`src/hdl/atad_pkg.sv`:
```
// ----------------------------------------------------------------------------
// Tilt angle detector package
// Shared register layout, configuration struct, fixed-point constants and
// the CORDIC arctangent step table.
// ----------------------------------------------------------------------------
`default_nettype none

package atad_pkg;

  localparam int ANGLE_MAX  = 23040;
  localparam int ANG_FRAC   = 16;
  localparam int PRE_SHIFT  = 30;
  localparam int MAX_STEPS  = 24;
  localparam int ZW         = 34;
  localparam int TI_W       = $clog2(MAX_STEPS);

  // register indexes
  localparam logic [2:0] REG_ABOUT_AXIS  = 3'd0;
  localparam logic [2:0] REG_FIRST_OFFS  = 3'd1;
  localparam logic [2:0] REG_SECOND_OFFS = 3'd2;
  localparam logic [2:0] REG_FIRST_LIM   = 3'd3;
  localparam logic [2:0] REG_SECOND_LIM  = 3'd4;
  localparam logic [2:0] REG_THRESHOLD   = 3'd5;

  // rotation axis codes
  localparam logic [1:0] AXIS_X = 2'd0;
  localparam logic [1:0] AXIS_Y = 2'd1;
  localparam logic [1:0] AXIS_Z = 2'd2;

  typedef struct packed {
    logic [1:0]         about_axis;
    logic signed [15:0] first_axis_offset;
    logic signed [15:0] second_axis_offset;
    logic [15:0]        first_axis_limit;
    logic [15:0]        second_axis_limit;
    logic signed [15:0] rotation_threshold;
  } cfg_t;

  typedef logic [31:0] atan_tbl_t [MAX_STEPS];

  // restoring division, elaboration only
  function automatic logic [63:0] udiv(input logic [63:0] num, input logic [63:0] den);
    logic [64:0] rem;
    logic [63:0] q;
    rem = '0;
    q   = '0;
    for (int i = 63; i >= 0; i--) begin
      rem = {rem[63:0], num[i]};
      if (rem >= {1'b0, den}) begin
        rem  = rem - {1'b0, den};
        q[i] = 1'b1;
      end
    end
    return q;
  endfunction

  // atan(1/n) in Q32 by the alternating series, truncated terms
  function automatic logic [63:0] atan_inv_q32(input logic [63:0] n);
    logic [63:0] p;
    logic [63:0] n2;
    logic [63:0] acc;
    logic [63:0] term;
    p   = udiv(64'd1 << 32, n);
    n2  = n * n;
    acc = '0;
    for (int k = 0; k < 64; k++) begin
      if (p != 0) begin
        term = udiv(p, 64'(2 * k + 1));
        if ((k % 2) == 0) acc = acc + term;
        else              acc = acc - term;
        p = udiv(p, n2);
      end
    end
    return acc;
  endfunction

  // atan(2^-i) in degrees * 2^23
  function automatic atan_tbl_t build_atan();
    atan_tbl_t   t;
    logic [63:0] quarter;
    logic [63:0] a;
    quarter = atan_inv_q32(64'd2) + atan_inv_q32(64'd3);
    t[0] = 32'd45 << 23;
    for (int i = 1; i < MAX_STEPS; i++) begin
      a    = atan_inv_q32(64'd1 << i);
      t[i] = 32'(udiv(a * 64'd45 * (64'd1 << 23), quarter));
    end
    return t;
  endfunction

  localparam atan_tbl_t ATAN_TBL = build_atan();

endpackage

`default_nettype wire

```
`src/hdl/atad_ifs.sv`:
```
// ----------------------------------------------------------------------------
// Tilt angle detector channels
// Sample and result channels with valid/ready handshake.
// ----------------------------------------------------------------------------
`default_nettype none

interface atad_in_if;
  logic               valid;
  logic               ready;
  logic signed [15:0] accel_x;
  logic signed [15:0] accel_y;
  logic signed [15:0] accel_z;
  logic               gyro_enabled;
  logic signed [15:0] gyro_angle_x;
  logic signed [15:0] gyro_angle_y;

  modport source (output valid, accel_x, accel_y, accel_z, gyro_enabled,
                  gyro_angle_x, gyro_angle_y, input ready);
  modport sink   (input valid, accel_x, accel_y, accel_z, gyro_enabled,
                  gyro_angle_x, gyro_angle_y, output ready);
endinterface

interface atad_out_if;
  logic               valid;
  logic               ready;
  logic signed [15:0] tilt_angle;
  logic               angle_updated;
  logic               rot_first;

  modport source (output valid, tilt_angle, angle_updated, rot_first,
                  input ready);
  modport sink   (input valid, tilt_angle, angle_updated, rot_first,
                  output ready);
endinterface

`default_nettype wire

```
`src/hdl/accel_tilt_angle_detector_unit.sv`:
```
// ----------------------------------------------------------------------------
// Accelerometer tilt angle detector
// Windowed axis means, CORDIC atan2 tilt angle and rotation flag, APB config.
// ----------------------------------------------------------------------------
// The window stage passes each sample through its idle, read and calc states;
//   the angle stage answers directly (held angle or a plain quadrant case) or
//   runs the CORDIC iteration and a final state. Neither stage takes a new
//   sample before it is through with the last; a two-entry queue lies between.
// Reset (synchronous, rst_n low): registers to defaults, window unprimed,
//   held angle 0; window memories need no clearing.
`default_nettype none

module accel_tilt_angle_detector_unit #(
  parameter int WINDOW_LEN   = 16,
  parameter int CORDIC_STEPS = 16
) (
  input  wire         clk,
  input  wire         rst_n,
  atad_in_if.sink     in_ch,
  atad_out_if.source  out_ch,
  input  wire         psel,
  input  wire         penable,
  input  wire         pwrite,
  input  wire  [4:0]  paddr,
  input  wire  [31:0] pwdata,
  output logic [31:0] prdata,
  output logic        pready
);
  import atad_pkg::*;

  localparam int DW = 17 + $clog2(WINDOW_LEN);
  localparam int QW = 2 * DW + 18;

  cfg_t          cfg_r;
  logic [2:0]    ridx;
  logic          wr_en;
  logic          fq_valid, fq_ready, bq_valid, bq_ready;
  logic [QW-1:0] fq_data, bq_data;

  assign pready = 1'b1;
  assign ridx   = paddr[4:2];
  assign wr_en  = psel && penable && pwrite && pready;

  always_ff @(posedge clk) begin
    if (!rst_n) begin
      cfg_r.about_axis         <= AXIS_X;
      cfg_r.first_axis_offset  <= '0;
      cfg_r.second_axis_offset <= '0;
      cfg_r.first_axis_limit   <= 16'hFFFF;
      cfg_r.second_axis_limit  <= 16'hFFFF;
      cfg_r.rotation_threshold <= '0;
    end else if (wr_en) begin
      case (ridx)
        REG_ABOUT_AXIS:  cfg_r.about_axis         <= pwdata[1:0];
        REG_FIRST_OFFS:  cfg_r.first_axis_offset  <= pwdata[15:0];
        REG_SECOND_OFFS: cfg_r.second_axis_offset <= pwdata[15:0];
        REG_FIRST_LIM:   cfg_r.first_axis_limit   <= pwdata[15:0];
        REG_SECOND_LIM:  cfg_r.second_axis_limit  <= pwdata[15:0];
        REG_THRESHOLD:   cfg_r.rotation_threshold <= pwdata[15:0];
        default: ;
      endcase
    end
  end

  always_comb begin
    case (ridx)
      REG_ABOUT_AXIS:  prdata = {30'd0, cfg_r.about_axis};
      REG_FIRST_OFFS:  prdata = 32'(cfg_r.first_axis_offset);
      REG_SECOND_OFFS: prdata = 32'(cfg_r.second_axis_offset);
      REG_FIRST_LIM:   prdata = {16'd0, cfg_r.first_axis_limit};
      REG_SECOND_LIM:  prdata = {16'd0, cfg_r.second_axis_limit};
      REG_THRESHOLD:   prdata = 32'(cfg_r.rotation_threshold);
      default:         prdata = '0;
    endcase
  end

  atad_front #(.WINDOW_LEN(WINDOW_LEN)) u_front (
    .clk     (clk),
    .rst_n   (rst_n),
    .in_ch   (in_ch),
    .cfg     (cfg_r),
    .q_valid (fq_valid),
    .q_ready (fq_ready),
    .q_data  (fq_data)
  );

  atad_queue #(.QW(QW)) u_queue (
    .clk      (clk),
    .rst_n    (rst_n),
    .wr_valid (fq_valid),
    .wr_ready (fq_ready),
    .wr_data  (fq_data),
    .rd_valid (bq_valid),
    .rd_ready (bq_ready),
    .rd_data  (bq_data)
  );

  atad_back #(.CORDIC_STEPS(CORDIC_STEPS), .DW(DW)) u_back (
    .clk     (clk),
    .rst_n   (rst_n),
    .q_valid (bq_valid),
    .q_ready (bq_ready),
    .q_data  (bq_data),
    .cfg     (cfg_r),
    .out_ch  (out_ch)
  );

endmodule

`default_nettype wire

```
`src/hdl/atad_front.sv`:
```
// ----------------------------------------------------------------------------
// Tilt angle detector front end
// Picks the two axes, runs both sliding-window sums and the limit test.
// ----------------------------------------------------------------------------
`default_nettype none

module atad_front #(
  parameter int WINDOW_LEN = 16,
  localparam int SUM_W = 16 + $clog2(WINDOW_LEN),
  localparam int DW    = SUM_W + 1,
  localparam int QW    = 2 * DW + 18
) (
  input  wire              clk,
  input  wire              rst_n,
  atad_in_if.sink          in_ch,
  input  atad_pkg::cfg_t   cfg,
  output logic             q_valid,
  input  wire              q_ready,
  output logic [QW-1:0]    q_data
);
  import atad_pkg::*;

  localparam int IDX_W = $clog2(WINDOW_LEN);
  localparam int EW_W  = $clog2(WINDOW_LEN + 1);
  localparam logic signed [SUM_W-1:0] N_S = SUM_W'(WINDOW_LEN);
  localparam logic signed [DW-1:0]    N_D = DW'(WINDOW_LEN);

  typedef enum logic [2:0] {
    F_IDLE = 3'b001,
    F_READ = 3'b010,
    F_CALC = 3'b100
  } fst_t;

  fst_t st_r, st_nxt;

  logic signed [15:0]      a1_r, a2_r, gsel_r, pf_r, ps_r, rd1_r, rd2_r;
  logic                    gon_r, primed_r;
  logic [IDX_W-1:0]        idx_r;
  logic [EW_W-1:0]         ew_r;
  logic signed [SUM_W-1:0] s1_r, s2_r;
  logic signed [15:0]      mem1 [WINDOW_LEN];
  logic signed [15:0]      mem2 [WINDOW_LEN];

  logic signed [15:0]      a1, a2, gsel, old1, old2;
  logic signed [SUM_W-1:0] a1x, a2x, o1x, o2x, ns1, ns2;
  logic signed [DW-1:0]    d1, d2, off1, off2;
  logic [DW-1:0]           m1, m2, lim1, lim2;
  logic                    upd, accept, commit;

  always_comb begin
    unique case (cfg.about_axis)
      AXIS_Y: begin
        a1 = in_ch.accel_x; a2 = in_ch.accel_z; gsel = in_ch.gyro_angle_y;
      end
      AXIS_Z: begin
        a1 = in_ch.accel_x; a2 = in_ch.accel_y; gsel = in_ch.gyro_angle_y;
      end
      default: begin
        a1 = in_ch.accel_y; a2 = in_ch.accel_z; gsel = in_ch.gyro_angle_x;
      end
    endcase
  end

  assign in_ch.ready = (st_r == F_IDLE);
  assign accept      = in_ch.valid && in_ch.ready;

  // entries beyond the fill count stand for the priming sample
  assign old1 = (EW_W'(idx_r) < ew_r) ? rd1_r : pf_r;
  assign old2 = (EW_W'(idx_r) < ew_r) ? rd2_r : ps_r;
  assign a1x  = SUM_W'(a1_r);
  assign a2x  = SUM_W'(a2_r);
  assign o1x  = SUM_W'(old1);
  assign o2x  = SUM_W'(old2);
  assign ns1  = s1_r + a1x - o1x;
  assign ns2  = s2_r + a2x - o2x;
  assign off1 = DW'(cfg.first_axis_offset);
  assign off2 = DW'(cfg.second_axis_offset);
  assign d1   = DW'(ns1) - off1 * N_D;
  assign d2   = DW'(ns2) - off2 * N_D;
  assign m1   = d1[DW-1] ? DW'(-d1) : DW'(d1);
  assign m2   = d2[DW-1] ? DW'(-d2) : DW'(d2);
  assign lim1 = DW'(cfg.first_axis_limit) * DW'(WINDOW_LEN);
  assign lim2 = DW'(cfg.second_axis_limit) * DW'(WINDOW_LEN);
  assign upd  = (m1 <= lim1) && (m2 <= lim2);

  assign q_valid = (st_r == F_CALC);
  assign q_data  = {d1, d2, upd, gon_r, gsel_r};
  assign commit  = q_valid && q_ready;

  always_comb begin
    st_nxt = st_r;
    unique case (st_r)
      F_IDLE:  if (accept) st_nxt = F_READ;
      F_READ:  st_nxt = F_CALC;
      F_CALC:  if (commit) st_nxt = F_IDLE;
      default: st_nxt = F_IDLE;
    endcase
  end

  always_ff @(posedge clk) begin
    if (!rst_n) begin
      st_r     <= F_IDLE;
      primed_r <= 1'b0;
      idx_r    <= '0;
      ew_r     <= '0;
      s1_r     <= '0;
      s2_r     <= '0;
      pf_r     <= '0;
      ps_r     <= '0;
    end else begin
      st_r <= st_nxt;
      if (accept && !primed_r) begin
        primed_r <= 1'b1;
        pf_r     <= a1;
        ps_r     <= a2;
        idx_r    <= '0;
        ew_r     <= '0;
        s1_r     <= SUM_W'(a1) * N_S;
        s2_r     <= SUM_W'(a2) * N_S;
      end
      if (commit) begin
        s1_r  <= ns1;
        s2_r  <= ns2;
        idx_r <= (idx_r == IDX_W'(WINDOW_LEN - 1)) ? '0 : idx_r + 1'b1;
        if (ew_r != EW_W'(WINDOW_LEN)) ew_r <= ew_r + 1'b1;
      end
    end
  end

  always_ff @(posedge clk) begin
    if (accept) begin
      a1_r   <= a1;
      a2_r   <= a2;
      gon_r  <= in_ch.gyro_enabled;
      gsel_r <= gsel;
    end
  end

  // window memories
  always_ff @(posedge clk) begin
    rd1_r <= mem1[idx_r];
    rd2_r <= mem2[idx_r];
    if (commit) begin
      mem1[idx_r] <= a1_r;
      mem2[idx_r] <= a2_r;
    end
  end

endmodule

`default_nettype wire

```
`src/hdl/atad_queue.sv`:
```
// ----------------------------------------------------------------------------
// Tilt angle detector queue
// Two-entry queue between the window stage and the angle stage.
// ----------------------------------------------------------------------------
`default_nettype none

module atad_queue #(
  parameter int QW = 54
) (
  input  wire           clk,
  input  wire           rst_n,
  input  wire           wr_valid,
  output logic          wr_ready,
  input  wire [QW-1:0]  wr_data,
  output logic          rd_valid,
  input  wire           rd_ready,
  output logic [QW-1:0] rd_data
);
  logic [QW-1:0] buf_r [2];
  logic          wp_r, rp_r;
  logic [1:0]    cnt_r;
  logic          push, pop;

  assign wr_ready = (cnt_r != 2'd2);
  assign rd_valid = (cnt_r != 2'd0);
  assign rd_data  = buf_r[rp_r];
  assign push     = wr_valid && wr_ready;
  assign pop      = rd_valid && rd_ready;

  always_ff @(posedge clk) begin
    if (!rst_n) begin
      wp_r  <= 1'b0;
      rp_r  <= 1'b0;
      cnt_r <= 2'd0;
    end else begin
      if (push) wp_r <= ~wp_r;
      if (pop)  rp_r <= ~rp_r;
      case ({push, pop})
        2'b10:   cnt_r <= cnt_r + 2'd1;
        2'b01:   cnt_r <= cnt_r - 2'd1;
        default: cnt_r <= cnt_r;
      endcase
    end
  end

  always_ff @(posedge clk) begin
    if (push) buf_r[wp_r] <= wr_data;
  end

endmodule

`default_nettype wire

```
`src/hdl/atad_back.sv`:
```
// ----------------------------------------------------------------------------
// Tilt angle detector back end
// Iterative CORDIC atan2, angle hold and rotation flag.
// ----------------------------------------------------------------------------
`default_nettype none

module atad_back #(
  parameter int CORDIC_STEPS = 16,
  parameter int DW = 21,
  localparam int QW = 2 * DW + 18
) (
  input  wire             clk,
  input  wire             rst_n,
  input  wire             q_valid,
  output logic            q_ready,
  input  wire [QW-1:0]    q_data,
  input  atad_pkg::cfg_t  cfg,
  atad_out_if.source      out_ch
);
  import atad_pkg::*;

  localparam int CW    = DW + PRE_SHIFT + 2;
  localparam int CNT_W = $clog2(CORDIC_STEPS);
  localparam logic signed [ZW-1:0] DEG90 = ZW'(90 * 128) <<< ANG_FRAC;
  localparam logic signed [ZW-1:0] ZMAX  = ZW'(ANGLE_MAX);
  localparam logic signed [ZW-1:0] ZHALF = ZW'(1) <<< (ANG_FRAC - 1);
  localparam logic signed [15:0]   A_MAX = 16'(ANGLE_MAX);
  localparam logic signed [15:0]   A_90  = 16'(ANGLE_MAX / 2);

  typedef enum logic [2:0] {
    B_IDLE = 3'b001,
    B_ITER = 3'b010,
    B_FIN  = 3'b100
  } bst_t;

  bst_t st_r;

  logic signed [DW-1:0] qd1, qd2;
  logic                 qupd, qgon;
  logic signed [15:0]   qgsel;

  logic signed [CW-1:0] cx_r, cy_r, x0, y0, sx, sy;
  logic signed [ZW-1:0] z_r, zstep, zr, zsh;
  logic [CNT_W-1:0]     cnt_r;
  logic                 gon_r;
  logic signed [15:0]   gsel_r, held_r;
  logic                 out_valid_r, out_upd_r, out_rot_r;
  logic signed [15:0]   out_ang_r;

  logic                 pop, res_take, res_upd, cur_gon;
  logic signed [15:0]   res_ang, cur_gsel, cmp, fin_ang;

  assign {qd1, qd2, qupd, qgon, qgsel} = q_data;
  assign q_ready = (st_r == B_IDLE) && !out_valid_r;
  assign pop     = q_valid && q_ready;

  assign x0 = CW'(qd2) <<< PRE_SHIFT;
  assign y0 = CW'(qd1) <<< PRE_SHIFT;

  assign sx    = cx_r >>> cnt_r;
  assign sy    = cy_r >>> cnt_r;
  assign zstep = ZW'({1'b0, ATAN_TBL[TI_W'(cnt_r)]});

  assign zr  = z_r + ZHALF;
  assign zsh = zr >>> ANG_FRAC;
  always_comb begin
    if (zsh > ZMAX)       fin_ang = A_MAX;
    else if (zsh < -ZMAX) fin_ang = -A_MAX;
    else                  fin_ang = 16'(zsh);
  end

  // result selection: direct from the queue or at the end of the iterations
  always_comb begin
    res_take = 1'b0;
    res_upd  = 1'b0;
    res_ang  = held_r;
    cur_gon  = gon_r;
    cur_gsel = gsel_r;
    if (st_r == B_FIN) begin
      res_take = 1'b1;
      res_upd  = 1'b1;
      res_ang  = fin_ang;
    end else if (pop) begin
      cur_gon  = qgon;
      cur_gsel = qgsel;
      if (!qupd) begin
        res_take = 1'b1;
      end else if (qd1 == '0) begin
        res_take = 1'b1;
        res_upd  = 1'b1;
        res_ang  = qd2[DW-1] ? A_MAX : 16'sd0;
      end else if (qd2 == '0) begin
        res_take = 1'b1;
        res_upd  = 1'b1;
        res_ang  = qd1[DW-1] ? -A_90 : A_90;
      end
    end
  end

  assign cmp = cur_gon ? cur_gsel : res_ang;

  always_ff @(posedge clk) begin
    if (!rst_n) begin
      st_r        <= B_IDLE;
      held_r      <= '0;
      out_valid_r <= 1'b0;
      cnt_r       <= '0;
    end else begin
      unique case (st_r)
        B_IDLE: begin
          if (pop && !res_take) begin
            st_r  <= B_ITER;
            cnt_r <= '0;
          end
        end
        B_ITER: begin
          cnt_r <= cnt_r + 1'b1;
          if (cnt_r == CNT_W'(CORDIC_STEPS - 1)) st_r <= B_FIN;
        end
        B_FIN:   st_r <= B_IDLE;
        default: st_r <= B_IDLE;
      endcase
      if (res_take) begin
        out_valid_r <= 1'b1;
        if (res_upd) held_r <= res_ang;
      end else if (out_valid_r && out_ch.ready) begin
        out_valid_r <= 1'b0;
      end
    end
  end

  always_ff @(posedge clk) begin
    if (res_take) begin
      out_ang_r <= res_ang;
      out_upd_r <= res_upd;
      out_rot_r <= (cmp >= cfg.rotation_threshold);
    end
    if (pop) begin
      gon_r  <= qgon;
      gsel_r <= qgsel;
      // quadrant pre-rotation by +-90 degrees
      if (qd2[DW-1]) begin
        if (!qd1[DW-1]) begin
          cx_r <= y0; cy_r <= -x0; z_r <= DEG90;
        end else begin
          cx_r <= -y0; cy_r <= x0; z_r <= -DEG90;
        end
      end else begin
        cx_r <= x0; cy_r <= y0; z_r <= '0;
      end
    end else if (st_r == B_ITER) begin
      if (!cy_r[CW-1]) begin
        cx_r <= cx_r + sy; cy_r <= cy_r - sx; z_r <= z_r + zstep;
      end else begin
        cx_r <= cx_r - sy; cy_r <= cy_r + sx; z_r <= z_r - zstep;
      end
    end
  end

  assign out_ch.valid         = out_valid_r;
  assign out_ch.tilt_angle    = out_ang_r;
  assign out_ch.angle_updated = out_upd_r;
  assign out_ch.rot_first     = out_rot_r;

  a_no_iter_with_pending: assert property (@(posedge clk) disable iff (!rst_n)
    (st_r == B_ITER) |-> !out_valid_r)
    else $error("iterating while a result is pending");

  a_angle_range: assert property (@(posedge clk) disable iff (!rst_n)
    out_valid_r |-> (out_ang_r <= A_MAX && out_ang_r >= -A_MAX))
    else $error("tilt angle out of range");

  a_hold_on_limit: assert property (@(posedge clk) disable iff (!rst_n)
    (res_take && !res_upd) |=> (held_r == $past(held_r)))
    else $error("held angle changed without an update");

  a_fin_after_iter: assert property (@(posedge clk) disable iff (!rst_n)
    (st_r == B_FIN) |-> ($past(st_r) == B_ITER))
    else $error("final step not preceded by iteration");

endmodule

`default_nettype wire

```
`src/flat_wrapper.sv`:
```
// flat-port wrapper written by rule: the top's interface ports become plain ports
module accel_tilt_angle_detector_unit_flat import atad_pkg::*;
#(
  parameter int WINDOW_LEN   = 16,
  parameter int CORDIC_STEPS = 16
)
  (clk, rst_n, psel, penable, pwrite, paddr, pwdata, prdata, pready, in_ch_valid, in_ch_accel_x, in_ch_accel_y, in_ch_accel_z, in_ch_gyro_enabled, in_ch_gyro_angle_x, in_ch_gyro_angle_y, in_ch_ready, out_ch_valid, out_ch_tilt_angle, out_ch_angle_updated, out_ch_rot_first, out_ch_ready);
  atad_in_if in_ch_i ();
  atad_out_if out_ch_i ();
  input  wire clk;
  input  wire rst_n;
  input  wire psel;
  input  wire penable;
  input  wire pwrite;
  input  wire  [4:0] paddr;
  input  wire  [31:0] pwdata;
  output logic [31:0] prdata;
  output logic pready;
  input wire logic [$bits(in_ch_i.valid)-1:0] in_ch_valid;
  input wire logic [$bits(in_ch_i.accel_x)-1:0] in_ch_accel_x;
  input wire logic [$bits(in_ch_i.accel_y)-1:0] in_ch_accel_y;
  input wire logic [$bits(in_ch_i.accel_z)-1:0] in_ch_accel_z;
  input wire logic [$bits(in_ch_i.gyro_enabled)-1:0] in_ch_gyro_enabled;
  input wire logic [$bits(in_ch_i.gyro_angle_x)-1:0] in_ch_gyro_angle_x;
  input wire logic [$bits(in_ch_i.gyro_angle_y)-1:0] in_ch_gyro_angle_y;
  output wire logic [$bits(in_ch_i.ready)-1:0] in_ch_ready;
  output wire logic [$bits(out_ch_i.valid)-1:0] out_ch_valid;
  output wire logic [$bits(out_ch_i.tilt_angle)-1:0] out_ch_tilt_angle;
  output wire logic [$bits(out_ch_i.angle_updated)-1:0] out_ch_angle_updated;
  output wire logic [$bits(out_ch_i.rot_first)-1:0] out_ch_rot_first;
  input wire logic [$bits(out_ch_i.ready)-1:0] out_ch_ready;
  assign in_ch_i.valid = in_ch_valid;
  assign in_ch_i.accel_x = in_ch_accel_x;
  assign in_ch_i.accel_y = in_ch_accel_y;
  assign in_ch_i.accel_z = in_ch_accel_z;
  assign in_ch_i.gyro_enabled = in_ch_gyro_enabled;
  assign in_ch_i.gyro_angle_x = in_ch_gyro_angle_x;
  assign in_ch_i.gyro_angle_y = in_ch_gyro_angle_y;
  assign in_ch_ready = in_ch_i.ready;
  assign out_ch_valid = out_ch_i.valid;
  assign out_ch_tilt_angle = out_ch_i.tilt_angle;
  assign out_ch_angle_updated = out_ch_i.angle_updated;
  assign out_ch_rot_first = out_ch_i.rot_first;
  assign out_ch_i.ready = out_ch_ready;
  accel_tilt_angle_detector_unit #(.WINDOW_LEN(WINDOW_LEN), .CORDIC_STEPS(CORDIC_STEPS)) u_core (.clk(clk), .rst_n(rst_n), .in_ch(in_ch_i), .out_ch(out_ch_i), .psel(psel), .penable(penable), .pwrite(pwrite), .paddr(paddr), .pwdata(pwdata), .prdata(prdata), .pready(pready));
endmodule
```
`config.mk`:
```
export PLATFORM = sky130hd
export DESIGN_NAME = accel_tilt_angle_detector_unit_flat
export DESIGN_NICKNAME = d
export VERILOG_FILES = /design/src/hdl/atad_pkg.sv /design/src/hdl/atad_ifs.sv /design/src/hdl/accel_tilt_angle_detector_unit.sv /design/src/hdl/atad_front.sv /design/src/hdl/atad_queue.sv /design/src/hdl/atad_back.sv /design/src/flat_wrapper.sv
export SDC_FILE = /design/constraint.sdc
export NUM_CORES = 2
export LEC_CHECK = 0
export BUFFER_PORTS_ARGS = -buffer_cell sky130_fd_sc_hd__buf_2
export CAP_MARGIN = 20
export CORE_MARGIN = 3
export CORE_UTILIZATION = 42
export DETAILED_ROUTE_END_ITERATION = 8
export GPL_TIMING_DRIVEN = 0
export MAX_ROUTING_LAYER = met4
export PLACE_DENSITY = 0.62
export SLEW_MARGIN = 10
export SYNTH_ARGS = -nofsm -noshare
export SYNTH_HDL_FRONTEND = slang
export SYNTH_SLANG_ARGS = --single-unit
```
`constraint.sdc`:
```
create_clock -name clk -period 8 [get_ports clk]
set_input_delay 0.4 -clock clk [delete_from_list [all_inputs] [get_ports clk]]
set_output_delay 0.4 -clock clk [all_outputs]
set_load 0.03 [all_outputs]
```
# ---- Yosys cells after proc, flatten, opt, wreduce, memory -nomap -nowiden
# Memory sizes are Yosys's and may differ from the RTL's. A register that Yosys moved wholly into a read port is not among the register bits.
# Cells that the tools add are included.
dict set report word_totals {
  memories 4
  romBits 1024
  register_bits 419
  latch_bits 0
  ramBits 632
  word_cells 199
  input_bits 125
}
# memory depth width rd rd_clocked_by_memory_dff wr line_no
set mem_list {}
lappend mem_list {{(name not given)} 32 32 1 0 0 atad_back.sv:62} ;# assign zstep = ZW'({1'b0, ATAN_TBL[TI_W'(cnt_r)]});
lappend mem_list {u_core.u_front.mem1 16 16 1 1 1 atad_front.sv:41} ;# logic signed [15:0] mem1 [WINDOW_LEN];
lappend mem_list {u_core.u_front.mem2 16 16 1 1 1 atad_front.sv:42} ;# logic signed [15:0] mem2 [WINDOW_LEN];
lappend mem_list {u_core.u_queue.buf_r 2 60 1 1 1 atad_queue.sv:19} ;# logic [QW-1:0] buf_r [2];
dict set report classes {
  addsub 22
  shift 2
  n_reduce_logical 33
  n_lt_le_gt_ge 7
  n_div 0
  n_eq_ne 23
  muxes 72
  bitwise_logic 3
  n_mul 0
}
# cell count
set op_table {}
lappend op_table {{$mux 53} 10}
lappend op_table {{$mux 16} 16}
lappend op_table {{$pmux 32 s6} 1}
lappend op_table {{$mux 34} 5}
lappend op_table {{$add 53x53->53} 2}
lappend op_table {{$neg 51->53} 2}
lappend op_table {{$sshr 53x4->53} 2}
lappend op_table {{$sub 53x53->53} 2}
lappend op_table {{$mux 20} 4}
lappend op_table {{$mux 32} 2}
lappend op_table {{$le 21x20->1} 2}
lappend op_table {{$logic_not 21->1} 2}
lappend op_table {{$mux 21} 2}
lappend op_table {{$neg 21->21} 2}
lappend op_table {{$sub 20x20->21} 2}
lappend op_table {{$add 20x16->20} 2}
lappend op_table {{$sub 20x16->20} 2}
lappend op_table {{$add 34x17->34 const B} 1}
lappend op_table {{$add 34x33->34} 1}
lappend op_table {{$sub 34x33->34} 1}
lappend op_table {{$reduce_and 2->1} 10}
lappend op_table {{$gt 18x16->1 const B} 1}
lappend op_table {{$lt 18x16->1 const B} 1}
lappend op_table {{$ge 16x16->1} 1}
lappend op_table {{31 further kinds} 86}

# ---- Logic depth before layout (Yosys ltp)
dict set report depth {
  ltp_word 10
  depth_mapped 44
}

# ---- By module
# From an unflattened synthesis, not the netlist that was laid out.
dict set report unflattened {
  cells_unflattened 5688
  area_unflattened_um2 65064.9
}
# mod cells_per_inst area_each_um2 instances seq_area_each_um2
set modules_own_cells {}
lappend modules_own_cells {atad_front 2026 31287.5 1 19188.4}
lappend modules_own_cells {atad_back 3045 25222.9 1 5565.3}
lappend modules_own_cells {atad_queue 211 4548.1 1 3703.6}
lappend modules_own_cells {accel_tilt_angle_detector_unit 406 4006.3 1 1641.6}

# ---- Worst setup path after synthesis
# Ideal clock, no wire load.
dict set report synth_path {
  path_kind {register to register}
  start {register u_core.u_front.ew_r[1]}
  end {memory u_core.u_queue.buf_r[0][17] (netlist bit) (data pin)}
  period_less_slack_ns 8.327
  setup_slack_ns -0.327
  path_buffers 2
  required_time_ns 7.828
  t_arrival_ns 8.154
  path_stages_with_launch 43
  cell_sequence {dfxtp_1 inv_1 ha_1 a21boi_0 o21ai_0 nand2b_1 a21oi_1 nor2_1 clkbuf_1 mux2_2 fa_1 inv_1 ha_1 a21o_1 a21oi_1 o21bai_1 a21oi_1 o21a_1 [... 7 more ...] a211oi_1 o21ai_0 a31oi_1 clkbuf_1 a21oi_1 xnor2_1 ha_1 nor2b_1 o21a_1 o21a_1 o21a_1 o21a_1 o21a_1 o21a_1 o211ai_1 a21oi_1 o41a_1 nor3_1}
}
dict set report synth_between {
  elab_chain_len 8
  word_cells_on_any_way 14
}
# element line_no
set synth_rtl {}
lappend synth_rtl {{start, declared} atad_front.sv:39} ;# logic [EW_W-1:0] ew_r;
lappend synth_rtl {{start signal, assigned} atad_front.sv:125} ;# if (ew_r != EW_W'(WINDOW_LEN)) ew_r <= ew_r + 1'b1;
lappend synth_rtl {{$lt 4x5->1 (*)} {atad_front.sv:68, atad_front.sv:69}}
lappend synth_rtl {{$mux 16, on equally long branches} {atad_front.sv:68, atad_front.sv:69}}
lappend synth_rtl {{$sub 20x16->20, on equally long branches} {atad_front.sv:74, atad_front.sv:75}}
lappend synth_rtl {{$sub 20x20->21, on equally long branches} {atad_front.sv:78, atad_front.sv:79}}
lappend synth_rtl {{$neg 21->21, on equally long branches} {atad_front.sv:80, atad_front.sv:81}}
lappend synth_rtl {{$mux 21, on equally long branches} {atad_front.sv:80, atad_front.sv:81}}
lappend synth_rtl {{$le 21x20->1} atad_front.sv:84} ;# assign upd = (m1 <= lim1) && (m2 <= lim2);
lappend synth_rtl {{$logic_and 1x1->1 (*)} atad_front.sv:84}
lappend synth_rtl {{via u_core.fq_data[17]} accel_tilt_angle_detector_unit.sv:38} ;# logic [QW-1:0] fq_data, bq_data;
lappend synth_rtl {{end, declared} atad_queue.sv:19}
# Mark *: on every way through the listed nets, which the timed path passes. The rest lies on a longest branch.

# ---- Worst setup path after layout
# Same ends and word-level chain as after synthesis.

==> qor.yml <==
synth_seq_area_share: 0.463
post_drt_wl_per_cell_um: 27.6
setup_viol: 2
ff2ff_path_depth: 43
area.growth.synth_to_final_pct: 15.9
drt_iter0_drc: 5199
failed_checks: "setup timing"
drive_gt1_frac: 0.163
netlist.area_leader.share: 0.387
floorplan.initialDensity: 0.425
cp_data_required_time_ns: 8.51
syn_area_per_cell_um2: 11.0
status: "finished, violations left"
cpMaxStageDelayCell: "fa_2"
ant_nets: 0
grt_max_degree: 59
syn_inst: 5900
ff2ff_setup_slack_ns: -0.26
worst_path_most_repeated_cell: "o21a_1"
grt_usage: 0.295
timing.rr.start: "u_core.u_front.ew_r[1]"
instances_no_fill: 8469
worst-path-max-fanout: 6
finalCoreUtilization: 0.493
worstHoldStart: "in_ch_accel_y[3]"
core-area_um2: 153000
dr.pass1.iters: 6
wirelength_mm: 234
hold_end: "u_core.u_front.a2_r[3]"
final_nets: 6786
die-area_um2: 160000
post-place-ws_ns: -3.25
vias: 51400
arrival_ns: 8.77
path_class: "reg2reg"
holdPathStages: 2
setup_slack_ns: -0.262
path_clk_slew_ns: 0.07
die_width_um: 400
antenna_found_initial: 6
gp_congestion: 1.02
io_buffers: 156
fmax_mhz: 121
htreeDepth: 3
syn_nets: 6353
hpwlAfterDp_mm: 175
rows: 143
ys_ff_latch: 1084
synth_area_leader_cell: "edfxtp_1"
syn_area_um2: 65100
synth_area_leaders: "edfxtp_1 (39%), mux4_2 (7.6%), dfxtp_1 (7.5%)"
drc: 0
rr_endpoint: "u_core.u_queue.buf_r[0][17]"
ioPinCount: 178
cts_tree: "done"
slowest_delay_ns: 0.60
placed_cells: 8112
synth-main-ff-cell: "edfxtp_1"
end_kind: "register"
async_flop_share: 0
pwr_density_cell_nw_per_um2: 341
grt_pass1_vias: 49800
gr-total-overflow: 0
hold_class: "in2reg"
cts_sinks: 1084
die_h_um: 400
drv_cap: 0
vdd_drop_max_uv: 272
leakage_nw: 27.2
worst_pin_slew_ns: 1.18
timing.final.crit_share: 1.03
slew_headroom: 0.216
cts_buffer_depth: 3
slew_violations: 0
yosysWarnings: 0
ys_top_cells_by_count: "edfxtp_1 (839), nand2_1 (582), nor2_1 (471), a21oi_1 (428), o21ai_0 (286)"
synth.most_common_cell: "edfxtp_1"
cts_buffers: 117
hold_violations: 0
rsz0062_at_grt: "yes"
grt_first_pass_wirelength_mm: 337
cp-start-kind: "register"
period_needed_ns: 8.26
root_buffer: "clkbuf_16"
yosysUniqueCellTypes: 102
finClkSkew_ns: 0.111
synth_edf_count: 839
via_per_inst: 6.06
power.total_mw: 25.7
worst_skew_pair.late_latency_ns: 0.80
[sequential cells by signal, summed over array words and instances (netlist names), 5 cells and up, named ones only]
signal	count
u_core.u_front.rd2_r	16
u_core.u_back.cx_r	53
u_core.u_back.z_r	34
u_core.u_front.gsel_r	16
u_core.u_front.a2_r	16
u_core.u_front.pf_r	16
u_core.u_front.s1_r	20
u_core.u_front.s2_r	20
u_core.u_front.a1_r	16
u_core.u_back.held_r	16
u_core.cfg_r	82
u_core.u_front.ps_r	16
u_core.u_back.cy_r	53
u_core.u_front.rd1_r	16
u_core.u_front.mem1	256
u_core.u_back.gsel_r	16
u_core.u_queue.buf_r	120
u_core.u_back.out_ch.tilt_angle	16
u_core.u_front.ew_r	5
u_core.u_front.mem2	256
[power breakdown]
part	internal, mW	switching, mW	leakage, nW
Clock	3.41	2.44	1.99
Combinational	4.82	7.43	15.6
Sequential	7.04	0.587	9.59
[final cells by class]
cell class,count,area (um2)
antenna,3,7.51
clock inverter,72,1060
tap,2030,2540
clock buffer,150,3130
inverter,205,777
sequential,1084,30100
timing repair buffer,324,2580
buffer,313,1670
multi-input combinational,4288,33500
fill,13800,77600
[critical path, delay by kind of cell (launching register included)]
family                   cells  cell delay [ns]
AO/OA/AOI/OAI               25             4.16
adder cells (fa/ha/maj)      5             1.57
XOR/XNOR                     2             0.23
buffers and inverters        4             0.54
AND/OR/NAND/NOR              6             0.94
multiplexers                 1             0.19
flip-flops                   1             0.33
[per-stage QoR]
stage          hold slack (ns)  setup TNS, ns  area, um2
2_1_floorplan            0.421              0      65100
3_3_place_gp             0.425        -245.19      68400
3_5_place_dp             0.430        -195.64      68900
4_1_cts                0.00448         -0.416      74900
5_1_grt                 0.0305          -1.16      75400
6_report                0.0651         -0.524      75400
[cell usage in the layout (no fill, tap or decap), types with 22 or more instances in the layout]
cell / n
edfxtp_1: 839
nand2_1: 580
nor2_1: 466
a21oi_1: 414
ha_1: 273
o21ai_0: 270
dfxtp_1: 240
mux4_2: 220
xnor2_1: 216
clkbuf_1: 200
mux2i_1: 196
inv_1: 196
buf_2: 176
xor2_1: 153
nand3_1: 121
clkbuf_16: 120
mux2_2: 109
a21o_1: 100
a31oi_1: 86
buf_4: 83
nor3_1: 80
dlygate4sd3_1: 77
and2_1: 69
o211ai_1: 61
o21a_1: 58
a211oi_1: 56
nand2b_1: 54
and3_1: 48
nor2b_1: 44
buf_1: 41
nand4_1: 40
fa_1: 40
o22ai_1: 34
a22oi_1: 28
o21bai_1: 23
buf_6: 23
buf_12: 22
[worst max-delay path by stage]
| stage | startpoint | end |
|---|---|---|
| floorplan | u_core.u_front.ew_r[1] | u_core.u_queue.buf_r[0][17] |
| global route | u_core.u_front.ew_r[1] | u_core.u_queue.buf_r[0][17] |
| finish | u_core.u_front.ew_r[1] | u_core.u_queue.buf_r[0][17] |
| global placement | u_core.u_back.cnt_r[3] | u_core.u_back.cy_r[52] |
| detailed placement | u_core.u_back.cnt_r[3] | u_core.u_back.cy_r[50] |
| CTS | u_core.u_front.ew_r[1] | u_core.u_queue.buf_r[0][17] |
[per-layer routing]
layer,GRT usage,part of all wire
met5,-,0
met4,0.176,0.073
met3,0.0343,0.066
met2,0.480,0.48
met1,0.354,0.38
[kinds of logic after synthesis]
logic type	Yosys count	share of synthesized area
and+or+nand+nor	1666	0.119
AOI/OAI and AO/OA	1355	0.130
DFF	1084	0.463
muxes	546	0.132
buffers and inverters	528	0.0350
xor gates and xnor gates	392	0.0529
adders and majority gates	328	0.0680
other	1	0.0000576
[what timing repair did]
action                                  in CTS  in global routing
pin swaps                                   49                 29
endpoints found under the setup margin     127                 37
resized for setup                          173                 73
setup buffers                               39                 17
gates cloned                                 0                  1
endpoints found under the hold margin      120                  0
hold buffers                                77                  0
No activity file was read; power rests on OpenSTA's default activity.
